`config.mk`:
```
export PLATFORM = sky130hd
export DESIGN_NAME = fir_filter_convolution
export DESIGN_NICKNAME = d
export VERILOG_FILES = /design/src/hw/rtl/fir_pkg.sv /design/src/hw/rtl/fir_filter_convolution.sv
export SDC_FILE = /design/constraint.sdc
export NUM_CORES = 2
export LEC_CHECK = 0
export CAP_MARGIN = 30
export CORE_MARGIN = 2
export CORE_UTILIZATION = 55
export CTS_CLUSTER_SIZE = 28
export DETAILED_ROUTE_END_ITERATION = 7
export DONT_BUFFER_PORTS = 1
export GPL_TIMING_DRIVEN = 0
export PLACE_DENSITY_LB_ADDON = 0.1
export SETUP_SLACK_MARGIN = 0.2
export SKIP_CTS_REPAIR_TIMING = 1
export SYNTH_ARGS = -nofsm -noshare
export SYNTH_HDL_FRONTEND = slang
export SYNTH_SLANG_ARGS = --single-unit
export TNS_END_PERCENT = 50
```
`constraint.sdc`:
```
create_clock -name clk -period 18 [get_ports clk]
set_input_delay 4.5 -clock clk [delete_from_list [all_inputs] [get_ports clk]]
set_output_delay 4.5 -clock clk [all_outputs]
set_load 0.01 [all_outputs]
```
`src/hw/rtl/fir_pkg.sv`:
```
// Shared types and constants for the direct-form FIR filter.
// No dependencies; imported by the filter top level and its checker.
package fir_pkg;

	// Storage sizes and data widths.
	localparam int MAX_TAPS   = 64;
	localparam int SAMPLE_W   = 16;
	localparam int COEF_W     = 16;
	localparam int TAP_AW     = $clog2(MAX_TAPS);
	localparam int CNT_W      = TAP_AW + 1;
	localparam int PROD_W     = SAMPLE_W + COEF_W;
	localparam int ACC_W      = PROD_W + TAP_AW;
	localparam int RND_W      = ACC_W + 1;

	// Configuration register widths and reset values.
	localparam int TAP_CNT_W  = 7;
	localparam int SHIFT_W    = 5;
	localparam int CFG_DATA_W = 7;
	localparam logic [TAP_CNT_W-1:0] TAP_CNT_RST = TAP_CNT_W'(1);
	localparam logic [SHIFT_W-1:0]   SHIFT_RST   = SHIFT_W'(15);

	// Stream payload layout.
	localparam int IN_TDATA_W  = 24;
	localparam int IN_TUSER_W  = 2;
	localparam int OUT_TDATA_W = 16;

	// Register indexes on the configuration port.
	typedef enum logic {
		CFG_TAP_COUNT    = 1'b0,
		CFG_OUTPUT_SHIFT = 1'b1
	} cfg_index_t;

	// Item kinds carried in the input tuser.
	typedef enum logic {
		OP_LOAD_COEF = 1'b0,
		OP_PUSH      = 1'b1
	} fir_op_t;

	// Sequencer states.
	typedef enum logic [1:0] {
		ST_IDLE,
		ST_MAC,
		ST_ROUND,
		ST_SHIFT
	} fir_state_t;

	// Controls from the sequencer to the datapath.
	typedef struct packed {
		logic in_ready;
		logic issue;
		logic round_en;
		logic out_load;
	} fir_ctrl_t;

endpackage

```
`src/hw/rtl/fir_filter_convolution.sv`:
```
// Direct-form FIR filter with one shared multiply-accumulate unit.
// Depends on fir_pkg for widths, codes and sequencer types.
//
//  channel   | direction | handshake             | payload
//  ----------+-----------+-----------------------+------------------------------------
//  s_axis    | in        | tvalid / tready       | tdata: coef_index, data_value
//            |           |                       | tuser: opcode, first_sample
//  m_axis    | out       | tvalid / tready       | tdata: filtered_sample
//            |           |                       | tuser: saturated
//  cfg       | in        | cfg_valid / cfg_ready | cfg_index, cfg_data
//
// A load request leaves the input ready for the next request. A push request keeps the
// input busy while the sequencer reads a coefficient and a history entry for each of
// min(tap_count, 64) taps, one tap per cycle (none with a tap count of zero), drains the
// multiplier and accumulator, then passes a rounding state and a shift-and-clip state.
// The shift-and-clip state stalls while the output register still holds an earlier
// result that the downstream side has not taken. Reset clears the history at once through
// per-entry valid bits; coefficients are undefined until loaded. A finished result waits
// in the output register while the next request is taken.
module fir_filter_convolution
	import fir_pkg::*;
(
	input  logic                   clk,
	input  logic                   arst_n,
	input  logic                   s_axis_tvalid,
	output logic                   s_axis_tready,
	input  logic [IN_TDATA_W-1:0]  s_axis_tdata,  // [5:0] coef_index, [21:6] data_value
	input  logic [IN_TUSER_W-1:0]  s_axis_tuser,  // [0] opcode, [1] first_sample
	output logic                   m_axis_tvalid,
	input  logic                   m_axis_tready,
	output logic [OUT_TDATA_W-1:0] m_axis_tdata,  // [15:0] filtered_sample
	output logic                   m_axis_tuser,  // [0] saturated
	input  logic                   cfg_valid,
	output logic                   cfg_ready,
	input  logic                   cfg_index,
	input  logic [CFG_DATA_W-1:0]  cfg_data
);

	// Input field decode.
	logic [TAP_AW-1:0]          in_coef_index;
	logic signed [SAMPLE_W-1:0] in_data_value;
	logic                       in_opcode;
	logic                       in_first;
	logic                       in_accept;
	logic                       push_accept;
	logic                       load_accept;

	// Configuration registers.
	logic [TAP_CNT_W-1:0] tap_count_q;
	logic [SHIFT_W-1:0]   output_shift_q;

	// Sequencer.
	fir_state_t state_q;
	fir_state_t state_d;
	fir_ctrl_t  ctrl;
	logic       mac_done;

	// Storage.
	logic signed [COEF_W-1:0]   coef_mem [MAX_TAPS];
	logic signed [SAMPLE_W-1:0] hist_mem [MAX_TAPS];
	logic [MAX_TAPS-1:0]        hist_vld_q;
	logic [TAP_AW-1:0]          wr_ptr_q;
	logic [TAP_AW-1:0]          wr_ptr_new;

	// Multiply-accumulate datapath.
	logic [CNT_W-1:0]           cnt_q;
	logic [CNT_W-1:0]           taps_eff;
	logic [TAP_AW-1:0]          hist_addr;
	logic signed [COEF_W-1:0]   coef_s1;
	logic signed [SAMPLE_W-1:0] hist_s1;
	logic                       hist_ok_s1;
	logic                       vld_s1;
	logic signed [PROD_W-1:0]   prod_s2;
	logic                       vld_s2;
	logic signed [ACC_W-1:0]    acc_q;

	// Rounding, shift and clip.
	logic signed [RND_W-1:0]    rnd_q;
	logic [RND_W-1:0]           rnd_const;
	logic signed [RND_W-1:0]    shifted;
	logic [RND_W-SAMPLE_W:0]    top_bits;
	logic                       fits;
	logic [SAMPLE_W-1:0]        clip_value;
	logic                       out_vld_q;
	logic [SAMPLE_W-1:0]        out_data_q;
	logic                       out_sat_q;

	assign in_coef_index = s_axis_tdata[TAP_AW-1:0];
	assign in_data_value = s_axis_tdata[TAP_AW +: SAMPLE_W];
	assign in_opcode     = s_axis_tuser[0];
	assign in_first      = s_axis_tuser[1];
	assign in_accept     = s_axis_tvalid && ctrl.in_ready;
	assign push_accept   = in_accept && (in_opcode == OP_PUSH);
	assign load_accept   = in_accept && (in_opcode == OP_LOAD_COEF);

	// Configuration writes are always taken.
	assign cfg_ready = 1'b1;

	always_ff @(posedge clk or negedge arst_n) begin
		if (!arst_n) begin
			tap_count_q    <= TAP_CNT_RST;
			output_shift_q <= SHIFT_RST;
		end else if (cfg_valid) begin
			unique case (cfg_index)
				CFG_TAP_COUNT:    tap_count_q    <= cfg_data[TAP_CNT_W-1:0];
				CFG_OUTPUT_SHIFT: output_shift_q <= cfg_data[SHIFT_W-1:0];
				default:          ;
			endcase
		end
	end

	// Active taps, limited to the size of the stores.
	always_comb begin
		if (32'(tap_count_q) > 32'(MAX_TAPS)) begin
			taps_eff = CNT_W'(MAX_TAPS);
		end else begin
			taps_eff = CNT_W'(tap_count_q);
		end
	end

	// The walk is finished once every tap was issued and the pipeline has drained.
	assign mac_done = (cnt_q == taps_eff) && !vld_s1 && !vld_s2;

	// Sequencer state register.
	always_ff @(posedge clk or negedge arst_n) begin
		if (!arst_n) begin
			state_q <= ST_IDLE;
		end else begin
			state_q <= state_d;
		end
	end

	// Next-state logic.
	always_comb begin
		state_d = state_q;
		unique case (state_q)
			ST_IDLE:  if (push_accept) state_d = ST_MAC;
			ST_MAC:   if (mac_done) state_d = ST_ROUND;
			ST_ROUND: state_d = ST_SHIFT;
			ST_SHIFT: if (ctrl.out_load) state_d = ST_IDLE;
			default:  state_d = ST_IDLE;
		endcase
	end

	// Sequencer outputs.
	always_comb begin
		ctrl = '0;
		unique case (state_q)
			ST_IDLE:  ctrl.in_ready = 1'b1;
			ST_MAC:   ctrl.issue    = (cnt_q < taps_eff);
			ST_ROUND: ctrl.round_en = 1'b1;
			ST_SHIFT: ctrl.out_load = !out_vld_q || m_axis_tready;
			default:  ;
		endcase
	end

	assign s_axis_tready = ctrl.in_ready;

	// Coefficient store: written by load requests, read one tap per cycle.
	always_ff @(posedge clk) begin
		if (load_accept) begin
			coef_mem[in_coef_index] <= in_data_value;
		end
		if (ctrl.issue) begin
			coef_s1 <= coef_mem[cnt_q[TAP_AW-1:0]];
		end
	end

	// History as a circular buffer; the newest sample sits at the write pointer.
	// The address wraps naturally since the depth is a power of two.
	assign wr_ptr_new = wr_ptr_q - TAP_AW'(1);
	assign hist_addr  = wr_ptr_q + cnt_q[TAP_AW-1:0];

	always_ff @(posedge clk) begin
		if (push_accept) begin
			hist_mem[wr_ptr_new] <= in_data_value;
		end
		if (ctrl.issue) begin
			hist_s1 <= hist_mem[hist_addr];
		end
	end

	// Valid bits make unwritten or cleared history entries read as zero.
	always_ff @(posedge clk or negedge arst_n) begin
		if (!arst_n) begin
			hist_vld_q <= '0;
			wr_ptr_q   <= '0;
			hist_ok_s1 <= 1'b0;
		end else begin
			if (push_accept) begin
				wr_ptr_q <= wr_ptr_new;
				if (in_first) begin
					hist_vld_q <= MAX_TAPS'(1) << wr_ptr_new;
				end else begin
					hist_vld_q[wr_ptr_new] <= 1'b1;
				end
			end
			if (ctrl.issue) begin
				hist_ok_s1 <= hist_vld_q[hist_addr];
			end
		end
	end

	// Tap counter and pipeline valid flags.
	always_ff @(posedge clk or negedge arst_n) begin
		if (!arst_n) begin
			cnt_q  <= '0;
			vld_s1 <= 1'b0;
			vld_s2 <= 1'b0;
		end else begin
			if (push_accept) begin
				cnt_q <= '0;
			end else if (ctrl.issue) begin
				cnt_q <= cnt_q + CNT_W'(1);
			end
			vld_s1 <= ctrl.issue;
			vld_s2 <= vld_s1;
		end
	end

	// Shared multiplier, registered before accumulation.
	always_ff @(posedge clk) begin
		if (vld_s1) begin
			prod_s2 <= coef_s1 * (hist_ok_s1 ? hist_s1 : SAMPLE_W'(0));
		end
	end

	// Accumulator, cleared when a push is taken.
	always_ff @(posedge clk) begin
		if (push_accept) begin
			acc_q <= '0;
		end else if (vld_s2) begin
			acc_q <= acc_q + {{TAP_AW{prod_s2[PROD_W-1]}}, prod_s2};
		end
	end

	// Rounding: add half of the last kept unit, nothing for a zero shift.
	always_comb begin
		if (output_shift_q == '0) begin
			rnd_const = '0;
		end else begin
			rnd_const = RND_W'(1) << (output_shift_q - SHIFT_W'(1));
		end
	end

	always_ff @(posedge clk) begin
		if (ctrl.round_en) begin
			rnd_q <= {acc_q[ACC_W-1], acc_q} + rnd_const;
		end
	end

	// Arithmetic shift and clip to the sample range.
	assign shifted  = rnd_q >>> output_shift_q;
	assign top_bits = shifted[RND_W-1:SAMPLE_W-1];
	assign fits     = (&top_bits) || !(|top_bits);

	always_comb begin
		if (fits) begin
			clip_value = shifted[SAMPLE_W-1:0];
		end else if (shifted[RND_W-1]) begin
			clip_value = {1'b1, {(SAMPLE_W-1){1'b0}}};
		end else begin
			clip_value = {1'b0, {(SAMPLE_W-1){1'b1}}};
		end
	end

	// Output register: holds a result until the downstream side takes it.
	always_ff @(posedge clk or negedge arst_n) begin
		if (!arst_n) begin
			out_vld_q <= 1'b0;
		end else if (ctrl.out_load) begin
			out_vld_q <= 1'b1;
		end else if (m_axis_tready) begin
			out_vld_q <= 1'b0;
		end
	end

	always_ff @(posedge clk) begin
		if (ctrl.out_load) begin
			out_data_q <= clip_value;
			out_sat_q  <= !fits;
		end
	end

	assign m_axis_tvalid = out_vld_q;
	assign m_axis_tdata  = OUT_TDATA_W'(out_data_q);
	assign m_axis_tuser  = out_sat_q;

endmodule

```
==> results.toml <==
[detailed_routing]
dr_total_vias = 56109
wl_per_cell_um = 29.1
drt_iter0_markers = 6261
wirelength_mm = 262
drt.antenna.violating_nets = 0
drcViolationCount = 0
firstDrtPassIters = 6
routed_via_density = 6.23

[die]
core-area_um2 = 188000
start_util_pct = 55.5
dieWidth_um = 440
placementRows = 159
io_pins = 59
die_area_um2 = 194000
die_h_um = 440

[critical_path]
required_ps = 18570
cp.arrival_ps = 8190
critPathMaxStageDelay_ps = 510
path_class = "reg -> reg"
cp-startpoint = "hist_ok_s1"
crit_path_max_fanout = 10
cp_top_family = "adder cells"
r2r_end = "prod_s2[31]"
cp-start-kind = "register"
crit_end = "prod_s2[31]"
cpMostUsedCell = "fa_1"
r2r_start = "hist_ok_s1"
path_buf_inv = 7
r2r_slack_ps = 10380
cp_num_cells = 26
reg2regPathDepth = 26
cp_slowest_cell = "fa_1"
setup.worst_path.end_class = "register"

[timing]
fmax_mhz = 131
period_share_pct = 42.3
period_minus_slack_ps = 7620
setup-tns-final_ps = 0
hold_violations = 0
tightest_slew_ps = 1130
setup_violations = 0
slew_headroom_pct = 24.1
slew_violations = 0
rsz0062_at_grt = "no"
clock_skew_ps = 68.3

[global_route]
grt.met1_usage_pct = 38.9
grt_use_met3_pct = 4.69
grt_util_all_layers_pct = 27.5
antenna_found_initial = 7
overflow = 0
met2_usage_pct = 44.2
grt_pass1_vias = 56410
grt.busiest_layer = "met2"
grt_pass1_wl_mm = 384
grt_start_max_net_pins = 129

[clocking]
ctsLongestPathBuffers = 3
clkLatencyLatePin_ps = 880
cts_max_level = 4
path_clk_slew_ps = 60
cts_tree = "done"
clock-sinks = 2301
cts_root_buffer = "clkbuf_16"
cts_buffers = 223

[placement]
place_hpwl_mm = 179
numPortBuffers = 0
placed_cell_area_um2 = 110000
gp_congestion = 0.925

[synthesis]
async_flop_share_pct = 4.13
ys_ff_latch = 2301
ys_seq_area_share_pct = 65.3
synth_area_per_cell_um2 = 17.6
synth_top_area_share_pct = 62.3
ys_types = 83
synth.most_common_cell = "edfxtp_1"
syn_area_um2 = 105000
synth_edf_count = 2168
synth_area_leaders = "edfxtp_1 (62%), mux4_2 (15%), fa_1 (5.1%)"
synth_nets = 6417
synth_cells = 5940
synth_warnings = 0
synthTopCellsByCount = "edfxtp_1 (2168), mux4_2 (702), inv_1 (326)"
synth_area_leader_cell = "edfxtp_1"
synth_ff_type = "edfxtp_1"

[cells_and_area]
drive_gt1_share_pct = 20.7
areaGrowthSynthToFinish_pct = 12.5
postLayoutCellArea_um2 = 118000
final_nets = 6790
finish.utilization_pct = 62.5

[worst_hold_path]
hp-class = "reg -> reg"

[run]
cap_violations = 0

[pwr]
ir_drop_v = 0.000276
powerDensity_nw_per_um2 = 204
p_leak_nw = 40.0

[outcome]
run_status = "complete, no violations"
==> area by class of cell <==
type / instances / area, µm²
well taps: 2495 / 3120
clock inverters: 143 / 1490
flip-flops and latches: 2301 / 68200
inverters: 329 / 1230
plain buffers: 313 / 1240
diodes: 2 / 5.00
clock buffers: 272 / 5810
fillers: 13383 / 70700
multi-input cells: 2997 / 34100
repair buffers: 148 / 2270
==> metrics by stage <==
| stage | cells | setup slack [ps] | hold WS [ps] | total power [mW] |
|---|---|---|---|---|
| 2_1_floorplan | 5940 | 11390 | 467 | 15.4 |
| 3_3_place_gp | 8435 | 8750 | 494 | 19.1 |
| 3_5_place_dp | 8574 | 9750 | 502 | 19.4 |
| 4_1_cts | 8989 | 10370 | 519 | 24.1 |
| 5_1_grt | 8998 | 9890 | 549 | 25.4 |
| 6_report | 9000 | 10380 | 517 | 24.0 |
==> logic make-up (layout without fill, tap and decap cells) <==
logic type	Yosys count	after routing	share of synthesized area, %
compound gates	598	598	3.36
xor+xnor	112	112	0.939
fa+ha+maj	438	438	7.15
buf+inv	642	1205	2.37
flops	2301	2301	65.3
mux	813	813	16.2
other cells	2	4	0.00719
simple gates	1034	1034	4.63
==> cells in the final DEF, fill, tap and decap left out, types with 22 or more instances in the layout <==
cell type and instances:
nor2_2 128, buf_6 23, inv_1 326, dfxtp_1 38
nor2b_1 36, clkbuf_16 225, nand2_1 320, nor3_1 30
buf_8 110, a211oi_1 40, nand3_1 62, o21a_1 22
o21ai_0 150, xnor2_1 80, dfrtp_1 90, clkbuf_1 282
nand2b_1 29, a21oi_1 246, bufinv_16 26, and2_1 39
a21o_1 37, and3_1 134, ha_1 172, edfxtp_1 2168
buf_1 64, clkinv_1 60, mux2_2 23, nor2_1 191
xor2_1 32, fa_1 265, mux2i_1 84, clkinv_2 38
mux4_2 702
==> per-layer routing <==
layer / share of wire, % / vias up
met4: 3.2 / 6
met2: 48 / 2364
met5: 0.015 / -
met1: 41 / 29331
met3: 7.7 / 441
li1: - / 23967
==> worst min-delay path by stage <==
stage / start / to / slack [ps] / depth (start not counted)
2_1_floorplan: acc_q[6] / acc_q[6] / 470 / 2
4_1_cts: acc_q[6] / acc_q[6] / 520 / 2
3_5_place_dp: tap_count_q[4] / tap_count_q[4] / 500 / 1
3_3_place_gp: tap_count_q[1] / tap_count_q[1] / 490 / 1
5_1_grt: tap_count_q[3] / tap_count_q[3] / 550 / 1
6_report: tap_count_q[3] / tap_count_q[3] / 520 / 1
==> flip-flops by register name, indices dropped and copies added, names as in the netlist <==
name	count
coef_s1	16
coef_mem	1024
hist_vld_q	64
tap_count_q	7
m_axis_tdata	16
rnd_q	39
hist_s1	16
vld_s2	1
vld_s1	1
hist_mem	1024
acc_q	38
cnt_q	7
prod_s2	32
wr_ptr_q	6
state_q	2
output_shift_q	5
m_axis_tuser	1
hist_ok_s1	1
m_axis_tvalid	1
==> report_power, final <==
| part | switching [mW] | internal (mW) | total [mW] |
|---|---|---|---|
| clock | 2.01 | 2.67 | 4.67 |
| sequential | 0.285 | 6.42 | 6.70 |
| combinational | 7.12 | 5.53 | 12.6 |
(Power assumes the default switching activity.)
